[src/sv/ssc_pkg.sv]
// ----------------------------------------------------------------------------
// ssc_pkg
// Shared types and constants for the shell syntax span classifier.
// ----------------------------------------------------------------------------
`timescale 1ns / 1ps
`default_nettype none

package ssc_pkg;

   localparam int POS_WIDTH_DEFAULT = 16;
   localparam int QUEUE_DEPTH       = 4;
   localparam int START_W           = 16;
   localparam int LENGTH_W          = 17;

   typedef enum logic [1:0] {
      KIND_PLAIN   = 2'd0,
      KIND_STRING  = 2'd1,
      KIND_COMMENT = 2'd2,
      KIND_OPER    = 2'd3
   } kind_type;

   typedef enum logic [1:0] {
      Q_NONE   = 2'd0,
      Q_SINGLE = 2'd1,
      Q_DOUBLE = 2'd2
   } quote_type;

   localparam logic [7:0] CH_NUL       = 8'h00;
   localparam logic [7:0] CH_HASH      = 8'h23;
   localparam logic [7:0] CH_BACKSLASH = 8'h5C;
   localparam logic [7:0] CH_SQUOTE    = 8'h27;
   localparam logic [7:0] CH_DQUOTE    = 8'h22;
   localparam logic [7:0] CH_NEWLINE   = 8'h0A;
   localparam logic [7:0] CH_TAB       = 8'h09;
   localparam logic [7:0] CH_SPACE     = 8'h20;
   localparam logic [7:0] CH_SEMI      = 8'h3B;
   localparam logic [7:0] CH_AMP       = 8'h26;
   localparam logic [7:0] CH_PIPE      = 8'h7C;
   localparam logic [7:0] CH_LPAREN    = 8'h28;
   localparam logic [7:0] CH_RPAREN    = 8'h29;
   localparam logic [7:0] CH_GT        = 8'h3E;
   localparam logic [7:0] CH_LT        = 8'h3C;

   // Lexical state carried from one byte to the next.
   typedef struct packed {
      quote_type  quote;
      logic       escape;
      logic       comment;
      logic [7:0] prev_byte;
   } lex_state_type;

   typedef struct packed {
      logic [START_W-1:0]  start;
      logic [LENGTH_W-1:0] length;
      kind_type            kind;
      logic                final_span;
      logic                last_of_item;
      logic                overflow;
   } span_type;

endpackage

`default_nettype wire

[src/sv/ssc_classify.sv]
// ----------------------------------------------------------------------------
// ssc_classify
// Classifies one text byte and works out the lexical state for the next one.
// ----------------------------------------------------------------------------
`timescale 1ns / 1ps
`default_nettype none

module ssc_classify (
   input  wire logic [7:0]            text_byte,
   input  wire ssc_pkg::lex_state_type state_cur,
   output ssc_pkg::kind_type          kind,
   output ssc_pkg::lex_state_type     state_nxt
);

   logic is_oper;
   logic word_start;

   always_comb begin
      is_oper = (text_byte == ssc_pkg::CH_PIPE)   || (text_byte == ssc_pkg::CH_AMP)    ||
                (text_byte == ssc_pkg::CH_SEMI)   || (text_byte == ssc_pkg::CH_GT)     ||
                (text_byte == ssc_pkg::CH_LT)     || (text_byte == ssc_pkg::CH_LPAREN) ||
                (text_byte == ssc_pkg::CH_RPAREN);
      // A zero previous byte stands for the start of the text.
      word_start = (state_cur.prev_byte == ssc_pkg::CH_NUL)     ||
                   (state_cur.prev_byte == ssc_pkg::CH_SPACE)   ||
                   (state_cur.prev_byte == ssc_pkg::CH_TAB)     ||
                   (state_cur.prev_byte == ssc_pkg::CH_NEWLINE) ||
                   (state_cur.prev_byte == ssc_pkg::CH_SEMI)    ||
                   (state_cur.prev_byte == ssc_pkg::CH_AMP)     ||
                   (state_cur.prev_byte == ssc_pkg::CH_PIPE)    ||
                   (state_cur.prev_byte == ssc_pkg::CH_LPAREN);
   end

   always_comb begin
      state_nxt           = state_cur;
      state_nxt.prev_byte = text_byte;
      kind                = ssc_pkg::KIND_PLAIN;
      if (state_cur.escape) begin
         state_nxt.escape = 1'b0;
         if ((state_cur.quote == ssc_pkg::Q_SINGLE) || (state_cur.quote == ssc_pkg::Q_DOUBLE))
            kind = ssc_pkg::KIND_STRING;
         else
            kind = ssc_pkg::KIND_PLAIN;
      end else if (state_cur.quote == ssc_pkg::Q_SINGLE) begin
         kind = ssc_pkg::KIND_STRING;
         if (text_byte == ssc_pkg::CH_SQUOTE)
            state_nxt.quote = ssc_pkg::Q_NONE;
      end else if (state_cur.quote == ssc_pkg::Q_DOUBLE) begin
         kind = ssc_pkg::KIND_STRING;
         if (text_byte == ssc_pkg::CH_BACKSLASH)
            state_nxt.escape = 1'b1;
         else if (text_byte == ssc_pkg::CH_DQUOTE)
            state_nxt.quote = ssc_pkg::Q_NONE;
      end else if (state_cur.comment) begin
         // The newline that closes a comment is itself plain.
         if (text_byte == ssc_pkg::CH_NEWLINE) begin
            state_nxt.comment = 1'b0;
            kind              = ssc_pkg::KIND_PLAIN;
         end else begin
            kind = ssc_pkg::KIND_COMMENT;
         end
      end else if (text_byte == ssc_pkg::CH_BACKSLASH) begin
         state_nxt.escape = 1'b1;
         kind             = ssc_pkg::KIND_PLAIN;
      end else if (text_byte == ssc_pkg::CH_SQUOTE) begin
         state_nxt.quote = ssc_pkg::Q_SINGLE;
         kind            = ssc_pkg::KIND_STRING;
      end else if (text_byte == ssc_pkg::CH_DQUOTE) begin
         state_nxt.quote = ssc_pkg::Q_DOUBLE;
         kind            = ssc_pkg::KIND_STRING;
      end else if ((text_byte == ssc_pkg::CH_HASH) && word_start) begin
         state_nxt.comment = 1'b1;
         kind              = ssc_pkg::KIND_COMMENT;
      end else if (is_oper) begin
         kind = ssc_pkg::KIND_OPER;
      end else begin
         kind = ssc_pkg::KIND_PLAIN;
      end
   end

endmodule

`default_nettype wire

[src/sv/ssc_span_queue.sv]
// ----------------------------------------------------------------------------
// ssc_span_queue
// Small span queue: takes up to two spans a cycle and hands out one a beat while the output is not stalled.
// ----------------------------------------------------------------------------
`timescale 1ns / 1ps
`default_nettype none

module ssc_span_queue (
   input  wire logic              clock,
   input  wire logic              reset,
   input  wire logic              push0,
   input  wire ssc_pkg::span_type span0,
   input  wire logic              push1,
   input  wire ssc_pkg::span_type span1,
   output logic                   busy,
   output logic                   out_valid,
   input  wire logic              out_stall,
   output ssc_pkg::span_type      out_span
);

   localparam int Depth = ssc_pkg::QUEUE_DEPTH;
   localparam int AW    = $clog2(Depth);

   ssc_pkg::span_type mem_ff [Depth];
   logic [AW-1:0]     wr_ptr_ff, wr_ptr_in;
   logic [AW-1:0]     rd_ptr_ff, rd_ptr_in;
   logic [AW:0]       count_ff, count_in;
   logic              pop;

   always_comb begin
      pop       = out_valid && !out_stall;
      wr_ptr_in = wr_ptr_ff + AW'(push0) + AW'(push1);
      rd_ptr_in = rd_ptr_ff + AW'(pop);
      count_in  = count_ff + (AW+1)'(push0) + (AW+1)'(push1) - (AW+1)'(pop);
   end

   always_ff @(posedge clock) begin
      if (reset) begin
         wr_ptr_ff <= '0;
         rd_ptr_ff <= '0;
         count_ff  <= '0;
      end else begin
         wr_ptr_ff <= wr_ptr_in;
         rd_ptr_ff <= rd_ptr_in;
         count_ff  <= count_in;
      end
   end

   always_ff @(posedge clock) begin
      if (push0)
         mem_ff[wr_ptr_ff] <= span0;
      if (push1)
         mem_ff[AW'(wr_ptr_ff + AW'(1))] <= span1;
   end

   // Room for two spans is kept so that any byte can be taken.
   assign busy      = count_ff > (AW+1)'(Depth - 2);
   assign out_valid = count_ff != '0;
   assign out_span  = mem_ff[rd_ptr_ff];

endmodule

`default_nettype wire

[src/sv/shell_syntax_span_classifier.sv]
// ----------------------------------------------------------------------------
// shell_syntax_span_classifier
// Classifies shell text byte by byte and reports runs of equal kind as spans.
// ----------------------------------------------------------------------------
//   channel | prefix | beat carries
//   --------+--------+-------------------------------------------------------
//   input   | req_   | text_byte, end_of_text
//   result  | rsp_   | span_start, span_length, span_kind, final_span,
//           |        | last_of_item, position_overflow
//
// One byte is taken per cycle unless input is stalled; it is classified and its
// spans are formed in the same cycle and written into a four-entry span queue.
// A byte that yields two spans holds the result port for two beats; the
// queue stalls input only while fewer than two entries are free.
// Reset is synchronous and returns all state to the start of a text.
// ----------------------------------------------------------------------------
`timescale 1ns / 1ps
`default_nettype none

module shell_syntax_span_classifier #(
   parameter int POS_WIDTH = ssc_pkg::POS_WIDTH_DEFAULT
) (
   input  wire logic                           clock,
   input  wire logic                           reset,
   input  wire logic                           req_valid,
   output logic                                req_stall,
   input  wire logic [7:0]                     req_text_byte,
   input  wire logic                           req_end_of_text,
   output logic                                rsp_valid,
   input  wire logic                           rsp_stall,
   output logic [ssc_pkg::START_W-1:0]         rsp_span_start,
   output logic [ssc_pkg::LENGTH_W-1:0]        rsp_span_length,
   output logic [1:0]                          rsp_span_kind,
   output logic                                rsp_final_span,
   output logic                                rsp_last_of_item,
   output logic                                rsp_position_overflow
);

   localparam int SW = (POS_WIDTH > ssc_pkg::START_W) ? POS_WIDTH : ssc_pkg::START_W;
   localparam int LW = (POS_WIDTH + 1 > ssc_pkg::LENGTH_W) ? POS_WIDTH + 1 : ssc_pkg::LENGTH_W;

   ssc_pkg::kind_type      kind_ff, kind_in;
   ssc_pkg::lex_state_type lex_ff, lex_in;
   ssc_pkg::lex_state_type lex_nxt;
   ssc_pkg::kind_type      byte_kind;
   logic [POS_WIDTH-1:0]   begin_ff, begin_in;
   logic [POS_WIDTH-1:0]   pos_ff, pos_in;
   logic                   ovf_ff, ovf_in;

   logic                   accept;
   logic                   first;
   logic                   change;
   logic                   emit_closed;
   logic [POS_WIDTH-1:0]   closed_diff;
   logic [POS_WIDTH:0]     closed_len;
   logic [POS_WIDTH-1:0]   close_begin;
   ssc_pkg::kind_type      close_kind;
   logic [POS_WIDTH:0]     close_len;
   logic [SW-1:0]          closed_start_wide, close_start_wide;
   logic [LW-1:0]          closed_len_wide, close_len_wide;
   ssc_pkg::span_type      closed_span, close_span;
   ssc_pkg::span_type      slot0;
   logic                   push0, push1;
   logic                   queue_busy;
   ssc_pkg::span_type      out_span;

   ssc_classify u_classify (
      .text_byte (req_text_byte),
      .state_cur (lex_ff),
      .kind      (byte_kind),
      .state_nxt (lex_nxt)
   );

   always_comb begin
      accept      = req_valid && !req_stall;
      first       = (pos_ff == '0) && !ovf_ff;
      change      = byte_kind != kind_ff;
      emit_closed = change && !first;

      // A run that closes with equal begin and position spans the whole range.
      closed_diff = pos_ff - begin_ff;
      closed_len  = (closed_diff == '0) ? {1'b1, {POS_WIDTH{1'b0}}} : {1'b0, closed_diff};

      close_begin = change ? pos_ff : begin_ff;
      close_kind  = change ? byte_kind : kind_ff;
      close_len   = {1'b0, pos_ff - close_begin} + (POS_WIDTH+1)'(1);

      closed_start_wide = SW'(begin_ff);
      close_start_wide  = SW'(close_begin);
      closed_len_wide   = LW'(closed_len);
      close_len_wide    = LW'(close_len);

      closed_span.start        = closed_start_wide[ssc_pkg::START_W-1:0];
      closed_span.length       = closed_len_wide[ssc_pkg::LENGTH_W-1:0];
      closed_span.kind         = kind_ff;
      closed_span.final_span   = 1'b0;
      closed_span.last_of_item = !req_end_of_text;
      closed_span.overflow     = ovf_ff;

      close_span.start        = close_start_wide[ssc_pkg::START_W-1:0];
      close_span.length       = close_len_wide[ssc_pkg::LENGTH_W-1:0];
      close_span.kind         = close_kind;
      close_span.final_span   = 1'b1;
      close_span.last_of_item = 1'b1;
      close_span.overflow     = ovf_ff;

      slot0 = emit_closed ? closed_span : close_span;
      push0 = accept && (emit_closed || req_end_of_text);
      push1 = accept && emit_closed && req_end_of_text;
   end

   always_comb begin
      kind_in  = kind_ff;
      lex_in   = lex_ff;
      begin_in = begin_ff;
      pos_in   = pos_ff;
      ovf_in   = ovf_ff;
      if (accept) begin
         if (req_end_of_text) begin
            kind_in  = ssc_pkg::KIND_PLAIN;
            lex_in   = '0;
            begin_in = '0;
            pos_in   = '0;
            ovf_in   = 1'b0;
         end else begin
            if (change) begin
               kind_in  = byte_kind;
               begin_in = pos_ff;
            end
            lex_in = lex_nxt;
            if (pos_ff == '1)
               ovf_in = 1'b1;
            pos_in = pos_ff + POS_WIDTH'(1);
         end
      end
   end

   always_ff @(posedge clock) begin
      if (reset) begin
         kind_ff  <= ssc_pkg::KIND_PLAIN;
         lex_ff   <= '0;
         begin_ff <= '0;
         pos_ff   <= '0;
         ovf_ff   <= 1'b0;
      end else begin
         kind_ff  <= kind_in;
         lex_ff   <= lex_in;
         begin_ff <= begin_in;
         pos_ff   <= pos_in;
         ovf_ff   <= ovf_in;
      end
   end

   ssc_span_queue u_queue (
      .clock     (clock),
      .reset     (reset),
      .push0     (push0),
      .span0     (slot0),
      .push1     (push1),
      .span1     (close_span),
      .busy      (queue_busy),
      .out_valid (rsp_valid),
      .out_stall (rsp_stall),
      .out_span  (out_span)
   );

   assign req_stall             = queue_busy;
   assign rsp_span_start        = out_span.start;
   assign rsp_span_length       = out_span.length;
   assign rsp_span_kind         = out_span.kind;
   assign rsp_final_span        = out_span.final_span;
   assign rsp_last_of_item      = out_span.last_of_item;
   assign rsp_position_overflow = out_span.overflow;

endmodule

`default_nettype wire
[config.mk]
export PLATFORM = sky130hd
export DESIGN_NAME = shell_syntax_span_classifier
export DESIGN_NICKNAME = d
export VERILOG_FILES = /design/src/sv/ssc_pkg.sv /design/src/sv/ssc_classify.sv /design/src/sv/ssc_span_queue.sv /design/src/sv/shell_syntax_span_classifier.sv
export SDC_FILE = /design/constraint.sdc
export NUM_CORES = 1
export LEC_CHECK = 0
export BUFFER_PORTS_ARGS = -buffer_cell sky130_fd_sc_hd__clkbuf_2
export CAP_MARGIN = 20
export CELL_PAD_IN_SITES_DETAIL_PLACEMENT = 1
export CELL_PAD_IN_SITES_GLOBAL_PLACEMENT = 1
export CORE_MARGIN = 4
export CORE_UTILIZATION = 50
export CTS_CLUSTER_SIZE = 16
export DETAILED_ROUTE_END_ITERATION = 8
export PLACE_DENSITY_LB_ADDON = 0.08
export SKIP_LAST_GASP = 1
export SLEW_MARGIN = 20
export SYNTH_ARGS = -nofsm -noshare
export SYNTH_HDL_FRONTEND = slang
export SYNTH_SLANG_ARGS = --single-unit
[constraint.sdc]
create_clock -name clock -period 8.8 [get_ports clock]
set_clock_uncertainty 0.05 [all_clocks]
set_input_delay 1.32 -clock clock [delete_from_list [all_inputs] [get_ports clock]]
set_output_delay 1.32 -clock clock [all_outputs]
set_load 0.01 [all_outputs]
# Yosys cells after proc, flatten, opt, wreduce, memory -nomap -nowiden
# Memory sizes are Yosys's and may differ from the RTL's. A register that Yosys moved wholly into a read port is not among the register bits.
# Index checks and enable logic that the tools add are counted.
[classes] n_addsub=11 n_eq_ne=30 n_lt_le_gt_ge=1 n_mux=47 reduce_logical=37
[ops] cell="8-bit by 6-bit == test with 1-bit output, second input constant" n=13
[ops] cell="16-bit 2-to-1 mux" n=3
[ops] cell="2-bit 2-to-1 mux" n=22
[ops] cell="38-bit 2-to-1 mux" n=1
[ops] cell="16-bit logical NOT" n=2
[ops] cell="16-bit subtractor" n=2
[ops] cell="8-bit by 4-bit == test with 1-bit output, second input constant" n=3
[ops] cell="8-bit by 7-bit == test with 1-bit output, second input constant" n=3
[ops] cell="16-bit by 1-bit adder with 17-bit output, second input constant" n=1
[ops] cell="1-bit 2-to-1 mux" n=17
[ops] cell="17-bit 2-to-1 mux" n=1
[ops] cell="16-bit by 1-bit adder with 16-bit output, second input constant" n=1
[ops] cell="16-bit == test, second input constant" n=1
[ops] cell="1-bit logical OR" n=15
[ops] cell="12-bit 2-to-1 mux" n=1
[ops] cell="1-bit logical AND" n=8
[ops] cell="8-bit logical NOT" n=1
[ops] cell="7-bit AND reduction" n=1
[ops] cell="2-bit by 1-bit adder with 2-bit output" n=3
[ops] cell="3-bit by 1-bit adder with 3-bit output" n=2
[ops] cell="3-bit 2-to-1 mux" n=2
[ops] cell="2-bit inequality test, second input constant" n=3
[ops] cell="3-bit nonzero test" n=2
[ops] cell="1-bit logical NOT" n=5
[ops] cell="other kinds (13)" n=13
[totals] elab_cells=138 out_inout_bits=40 ram_bits=152 memories=1 reg_bits=54 input_bits=13
[memory_table] memory="u_queue.mem_ff" depth=4 width=38 rd=1 rd_ports_with_merged_regs=1 write_ports=2 line_no="ssc_span_queue.sv:24" rtl="ssc_pkg::span_type mem_ff [Depth];"

# Depth between registers and ports, before layout
# Gate-level depths: netlist of run 1.
[depth] ltp_word=24 ltp_mapped=23 ltp_nobuf=22

# Hierarchy
# A second synthesis of run 1 with hierarchy kept.
[unflattened] cells_unflattened=1102 hier_area_um2=12791.0
[modules_own_cells] mod="ssc_span_queue" seq_area_each_um2=4704.5 instances=1 cells_each=410 area_per_inst_um2=7778.7
[modules_own_cells] mod="shell_syntax_span_classifier" seq_area_each_um2=940.9 instances=1 cells_each=613 area_per_inst_um2=4455.5
[modules_own_cells] mod="ssc_classify" seq_area_each_um2=0.0 instances=1 cells_each=79 area_per_inst_um2=556.8

# Worst setup path after synthesis of run 1
# Ideal clock, no wire load.
[synth_path] kind="in2reg" from="input port req_text_byte[4]" to="memory u_queue.mem_ff[1][21] (netlist bit), data pin" stages=22 setup_ns=0.146 t_arrival_ns=6.744 t_required_ns=8.604 setup_slack_ns=1.861 path_buffers=1 cell_sequence="or4b_4 -> or2_1 -> or4_4 -> and3_4 -> or3_4 -> nand3_1 -> buf_2 -> mux2i_1 -> inv_1 -> ha_1 -> inv_1 -> fa_1 -> a211oi_1 -> o21ai_0 -> or4b_2 -> o211ai_1 -> nand4_1 -> and3b_1 -> nand3_1 -> or3_1 -> o21bai_1 -> o21ai_1"
[synth_lines] element="from (decl)" line_no="shell_syntax_span_classifier.sv:27" rtl="input wire logic [7:0] req_text_byte,"
[synth_lines] element="to (decl)" line_no="ssc_span_queue.sv:24"

==> reports/summary.log, run 1 <==
INFO  run_status     run_status=completed
INFO  cts            h-tree-depth=1
INFO  power          power_density=214.9nW/µm²
INFO  cells_and_area diodes=0
INFO  critical_path  crit_buf_inv=2
INFO  power          peakVddDrop=0.0001865V
INFO  critical_path  crit_path_max_incr_delay=620ps
INFO  logic_synthesis ys.warnings.count=0
INFO  critical_path  arrival_time_reported_for_the_critical_path_endpoint=7470ps
INFO  die            fp.coreArea=23400µm²
INFO  sta            final-max-slew-violation-count=0
INFO  placement      port_buffers=52
INFO  logic_synthesis synth_fp_nets=1153
INFO  die            floorplan.initialDensity=0.5056
INFO  logic_synthesis yosys.cell_types.count=70
INFO  route          dr_total_vias=9253
INFO  logic_synthesis synth_ff_type=edfxtp_1
INFO  logic_synthesis ys_ff_latch=206
INFO  critical_path  timing.critical_path.cells=clkbuf_2 > or4b_4 > or2_1 > or4_4 > and3_4 > or3_4 > nand3_1 > buf_4 > mux2i_1 > fa_1 > a211oi_1 > o21ai_0 > or4b_2 > o211ai_1 > nand4_1 > and3b_1 > nand3_1 > or3_1 > o21bai_1 > o21ai_1
INFO  sta            setup_repair_after_global_routing_missed_its_margin=no
INFO  global_route   groute.usage.overall=0.2693
INFO  cts            clock_tree.root_cell=clkbuf_16
INFO  placement      gp_congestion=0.9060
INFO  sta            setup-tns-final=0ps
INFO  logic_synthesis synth.top_cell.area_share=0.3655
INFO  die            die_area=26190µm²
INFO  sta            fin_ws=1647ps
INFO  critical_path  ff2ff_setup_slack=2520ps
INFO  logic_synthesis postSynthAreaPerCell=10.82µm²
INFO  critical_path  timing.critical_path.required=9110ps
INFO  critical_path  critPathTopFamily=simple AND/OR/NAND/NOR gates
INFO  die            floorplan.die.width=161.8µm
INFO  placement      pre_cts_slack=1141ps
INFO  sta            setup-violations-final=0
INFO  route          detailedRoute.firstPassIterationCount=5
INFO  sta            tightest_slew=1160ps
INFO  logic_synthesis syn-instance-count=1093
INFO  logic_synthesis synth_area_leaders=edfxtp_1, dfxtp_1, mux4_2, ha_1, a22o_1
INFO  power          cellLeakagePower=4.608nW
INFO  logic_synthesis synth.cell_area=11830µm²
INFO  cts            clock_tree_from_tritoncts=yes
INFO  die            rows=56
INFO  critical_path  critical_path_peak_fanout=18
INFO  sta            slew_headroom=0.2259
INFO  logic_synthesis ys_async_sr_fraction=0
INFO  sta            finalHoldWorstSlack=428.2ps
INFO  placement      detailedPlacementHpwl=25.18mm
INFO  route          drtAntennaViolNets=0
INFO  critical_path  worst_path_most_repeated_cell=nand3_1
INFO  sta            finalCritPeriodShare=0.8128
INFO  cts            cts.sinks=206
INFO  cts            tritoncts.num_buffers=23
INFO  cts            postCtsSetupBuffers=0
INFO  power          total_power=2.851mW
INFO  route          detail_route.iter0.violations=673
INFO  min_path       min_path_type=reg2reg
INFO  critical_path  worstSetupPathType=in2reg
INFO  route          drt-total-wl=35.22mm
INFO  cells_and_area drive_gt1_frac=0.1526
INFO  global_route   via_count_of_the_first_global_routing_pass=9638
INFO  critical_path  worst_setup_path_start_kind=primary input
INFO  logic_synthesis synth_seq_area_share=0.4704
INFO  global_route   antenna_violations_before_repair=0
INFO  cells_and_area syn_to_final_growth=12.10%
INFO  die            die_height=161.8µm
INFO  die            num_io_pins=53
INFO  cts            insertion_delay=510ps
INFO  sta            finalHoldViolations=0
INFO  global_route   grt_first_pass_wirelength=55.56mm
INFO  route          viasPerCell=6.342
INFO  global_route   pin_count_of_the_biggest_net_entering_global_routing=40
INFO  cts            cts_hold_repair.buffers=0
INFO  cts            clk_transition_reported_paths=60ps
INFO  critical_path  end_kind=flip-flop
INFO  route          post-route-drc-count=0
INFO  global_route   globalRouteOverflowTotal=0
INFO  sta            achievable-frequency=139.8MHz
INFO  cells_and_area fillerInstances=2561
INFO  sta            min_period=7153ps
INFO  logic_synthesis synth-edff-count=144
INFO  cells_and_area num-nets-final=1184
INFO  cts            cts_repair_resize_count=0
INFO  cts            clock_tree.buffer_depth=3
INFO  flow_run       timing.max_cap.violations=0
INFO  logic_synthesis synth_top_cell_by_area=edfxtp_1
INFO  route          routed_wire_length_per_instance=24.14µm
INFO  critical_path  slowest_stage=or4b_2
==> sequential cells by signal, summed over array words and instances, names as in the netlist <==
signal,cells
begin_ff,16
u_queue.rd_ptr_ff,2
lex_ff,12
kind_ff,2
u_queue.count_ff,3
pos_ff,16
ovf_ff,1
u_queue.wr_ptr_ff,2
u_queue.mem_ff,152
==> metal layers <==
| metal | vias up | part of all wire | wire, µm | track usage |
|---|---|---|---|---|
| met5 | - | 0 | 0 | 0 |
| li1 | 4240 | - | - | - |
| met3 | 50 | 0.059 | 2081 | 0.03527 |
| met2 | 279 | 0.48 | 16980 | 0.4515 |
| met4 | 0 | 0.027 | 965 | 0.07843 |
| met1 | 4684 | 0.43 | 15190 | 0.3704 |
==> final cells by class <==
type / count / area, µm² / area share
Multi-Input combinational cell: 782 / 5888 / 0.4440
Sequential cell: 206 / 5568 / 0.4198
Clock buffer: 35 / 710.7 / 0.05359
Timing Repair Buffer: 70 / 435.4 / 0.03283
Tap cell: 319 / 399.1 / 0.03009
Inverter: 41 / 153.9 / 0.01160
Clock inverter: 6 / 107.6 / 0.008113
==> synthesized netlist by cell type, types with 38 or more instances <==
cell type,number
clkbuf_1,44
ha_1,42
dfxtp_1,62
edfxtp_1,144
inv_1,41
o22ai_1,67
a22o_1,57
nand2_1,67
nor2_1,99
o21ai_0,45
a21oi_1,61
mux4_2,38
==> placed cells by master (no fill, tap or decap), types with 23 or more instances in the layout <==
master / instances
a21oi_1: 60
dfxtp_1: 60
edfxtp_1: 144
xor2_1: 26
nor2_1: 98
xnor2_1: 29
mux4_2: 38
ha_1: 42
o21ai_0: 45
nand2_1: 63
o22ai_1: 67
inv_1: 41
a22o_1: 57
clkbuf_16: 23
clkbuf_2: 52
==> power by group <==
part / internal [mW] / leakage, nW / total (mW) / switching, mW
clock network: 0.641 / 0.404 / 1.03 / 0.390
logic: 0.286 / 2.33 / 0.664 / 0.378
registers: 1.10 / 1.87 / 1.15 / 0.0564
==> worst paths after layout <==
kind / from / endpoint / depth (start not counted)
worst max-delay path: req_text_byte[4] / u_queue.mem_ff[1][21]$_DFFE_PP_ / 20
worst min-delay path: lex_ff[7]$_SDFFE_PP0P_ / lex_ff[7]$_SDFFE_PP0P_ / 2
worst max register to register: lex_ff[3]$_SDFFE_PP0P_ / u_queue.mem_ff[1][21]$_DFFE_PP_ / 19
worst min register to register: lex_ff[7]$_SDFFE_PP0P_ / lex_ff[7]$_SDFFE_PP0P_ / 2
==> cell families after synthesis <==
group                      share of synthesized area
and+or+nand+nor                               0.1416
AOI/OAI and AO/OA                             0.1686
DFF                                           0.4704
buffers and inverters                        0.03448
muxes                                        0.09137
xor gates and xnor gates                     0.04071
adders and majority gates                    0.05288
==> through the flow <==
stage	cell area [µm²]	utilization	instances
after global routing	13260	0.5667	1459
after floorplan	11830	-	1093
after global placement	12380	0.5292	1416
after CTS	13260	0.5667	1459
after detailed placement	12440	0.5318	1418
final	13260	0.5667	1459
==> worst min-delay path, cell delays in order (launching register included) <==
cell,delay (ps)
dfxtp_1,320
nand2_1,60
a21oi_1,50
No activity file was read; power rests on OpenSTA's default activity.
==> run 2, diff against run 1 <==
Clock period 8.8 ns to 7 ns, I/O delays scaled along.
==> reports/summary.log, run 2 (synthesis results as in run 1) <==
INFO  die            rows=56 [unchanged]
INFO  cells_and_area layout_common_cells=edfxtp_1, nor2_1, o22ai_1, nand2_1, a21oi_1 [was edfxtp_1, nor2_1, o22ai_1, nand2_1]
INFO  cells_and_area final_common_cell=edfxtp_1 [unchanged]
INFO  placement      detailedPlacementHpwl=25.27mm [was 25.18 mm]
INFO  route          detail_route.iter0.violations=606 [was 673]
INFO  power          peakVddDrop=0.0001739V [was 0.0001865 V]
INFO  cts            insertion_delay=500ps [was 510 ps]
INFO  critical_path  critical_path_peak_fanout=5 [was 18]
INFO  critical_path  arrival_time_reported_for_the_critical_path_endpoint=6700ps [was 7470 ps]
INFO  cells_and_area drive_gt1_frac=0.1610 [was 0.1526]
INFO  cts            cts_hold_repair.buffers=0 [unchanged]
INFO  cts            clk_transition_reported_paths=60ps [about the same]
INFO  cts            h-tree-depth=1 [unchanged]
INFO  route          detailedRoute.firstPassIterationCount=5 [unchanged]
INFO  route          post-route-drc-count=0 [unchanged]
INFO  route          viasPerCell=6.347 [was 6.342]
INFO  global_route   via_count_of_the_first_global_routing_pass=9713 [was 9638]
INFO  cts            tritoncts.num_buffers=23 [unchanged]
INFO  global_route   groute.usage.overall=0.2709 [was 0.2693]
INFO  cells_and_area largestRegisters=u_queue.mem_ff (152), begin_ff (16), pos_ff (16) [unchanged]
INFO  critical_path  worst_setup_path_start_kind=primary input [unchanged]
INFO  sta            min_period=6512ps
INFO  global_route   pin_count_of_the_biggest_net_entering_global_routing=40 [unchanged]
INFO  run_status     run_status=completed [unchanged]
INFO  cells_and_area final_cells=1474 [was 1459]
INFO  route          drtAntennaViolNets=0 [unchanged]
INFO  die            floorplan.initialDensity=0.5056 [unchanged]
INFO  sta            slew_headroom=0.2021 [was 0.2259]
INFO  die            floorplan.die.width=161.8µm [unchanged]
INFO  cts            clock_tree.buffer_depth=3 [unchanged]
INFO  cells_and_area largest_register_ff_count=152 [unchanged]
INFO  placement      pre_cts_slack=30.62ps [was 1141 ps]
INFO  placement      port_buffers=52 [unchanged]
INFO  global_route   grt_first_pass_wirelength=55.95mm [was 55.56 mm]
INFO  route          dr_total_vias=9355 [was 9253]
INFO  sta            finalHoldViolations=0 [unchanged]
INFO  cells_and_area stdcell_area=13260µm² [unchanged]
INFO  sta            setup-violations-final=0 [unchanged]
INFO  cells_and_area diodes=0 [unchanged]
INFO  critical_path  startpoint=req_text_byte[4] [unchanged]
INFO  cts            cts_repair_resize_count=0 [unchanged]
INFO  min_path       min_path_type=reg2reg [unchanged]
INFO  power          power_density=261.7nW/µm² [was 214.9 nW/µm²]
INFO  die            die_area=26190µm² [unchanged]
INFO  critical_path  worstSetupPathType=in2reg [unchanged]
INFO  sta            tightest_slew=1196ps [was 1160 ps]
INFO  critical_path  rr_startpoint=lex_ff[3]$_SDFFE_PP0P_ [unchanged]
INFO  power          cellLeakagePower=4.634nW [was 4.608 nW]
INFO  cts            postCtsSetupBuffers=0 [unchanged]
INFO  cts            clock_tree.root_cell=clkbuf_16 [unchanged]
INFO  global_route   antenna_violations_before_repair=0 [unchanged]
INFO  die            die_height=161.8µm [unchanged]
INFO  sta            fin_ws=487.6ps [was 1647 ps]
INFO  cts            cts.sinks=206 [unchanged]
INFO  critical_path  timing.critical_path.required=7190ps [was 9110 ps]
INFO  placement      placedInstanceArea=12530µm² [was 12440 µm²]
INFO  cells_and_area registers.top_by_ff_count=u_queue.mem_ff [unchanged]
INFO  die            fp.coreArea=23400µm² [unchanged]
INFO  cells_and_area fillerInstances=2535 [was 2561]
INFO  die            num_io_pins=53 [unchanged]
INFO  sta            achievable-frequency=153.6MHz
INFO  sta            setup-tns-final=0ps [unchanged]
INFO  placement      gp_congestion=0.8955 [was 0.9060]
INFO  critical_path  end_kind=flip-flop [unchanged]
INFO  placement      placedCellCount=1433 [was 1418]
INFO  global_route   globalRouteOverflowTotal=0 [unchanged]
INFO  cts            clock_tree_from_tritoncts=yes [unchanged]
INFO  route          drt-total-wl=35.37mm [was 35.22 mm]
INFO  min_path       timing.hold.worst.start=lex_ff[7]$_SDFFE_PP0P_ [unchanged]
INFO  cells_and_area syn_to_final_growth=12.10% [unchanged]
INFO  sta            finalCritPeriodShare=0.9303
INFO  route          routed_wire_length_per_instance=23.99µm [was 24.14 µm]
INFO  cells_and_area num-nets-final=1199 [was 1184]
INFO  flow_run       timing.max_cap.violations=0 [unchanged]
INFO  sta            setup_repair_after_global_routing_missed_its_margin=no [unchanged]
INFO  sta            final-max-slew-violation-count=0 [unchanged]
-- run 2: stage by stage --
step | hold slack (ps) | utilization | power (mW)
2_1_floorplan | 384.7 | - | 2.010
3_3_place_gp | 400.4 | 0.5356 | 2.295
3_5_place_dp | 408.7 | 0.5356 | 2.318
4_1_cts | 417.6 | 0.5667 | 3.500
5_1_grt | 452.3 | 0.5667 | 3.632
6_report | 418.9 | 0.5667 | 3.470
-- run 2: path summary, 6_finish.rpt --
kind,end,slack (ps),cells after the start
worst min-delay path,lex_ff[7]$_SDFFE_PP0P_,420,2
worst max-delay path,u_queue.mem_ff[1][18]$_DFFE_PP_,490,22
worst max register to register,u_queue.mem_ff[1][18]$_DFFE_PP_,880,21
worst min register to register,lex_ff[7]$_SDFFE_PP0P_,420,2
-- run 2: metal layers --
layer / part of all wire / track usage
met5: 0 / 0
met1: 0.43 / 0.3702
met3: 0.062 / 0.03476
met4: 0.028 / 0.07151
met2: 0.48 / 0.4608
-- run 2: area by class of cell --
class | count | area, µm² | share of cell area
Clock buffer | 30 | 621.8 | 0.04689
Clock inverter | 11 | 107.6 | 0.008113
Inverter | 41 | 153.9 | 0.01160
Multi-Input combinational cell | 782 | 5879 | 0.4433
Sequential cell | 206 | 5568 | 0.4198
Tap cell | 319 | 399.1 | 0.03009
Timing Repair Buffer | 85 | 533.0 | 0.04019
-- run 2: critical path: stages --
cell,delay (ps)
clkbuf_2,90
or4b_4,540
or2_1,290
or4_4,530
and3_4,200
or3_4,400
nand3_1,150
mux2i_1,130
inv_1,100
ha_1,160
inv_1,50
fa_1,430
a211oi_1,360
o21ai_0,210
or4b_2,630
o211ai_1,140
nand4_1,190
and3b_1,310
nand2_1,80
xor2_1,360
mux2_2,240
o22ai_1,70
-- run 2: power by group --
group,leakage [nW],total [mW],switching [mW],internal [mW]
clock,0.365,1.18,0.486,0.698
sequential,1.87,1.45,0.0697,1.38
combinational,2.40,0.835,0.478,0.357
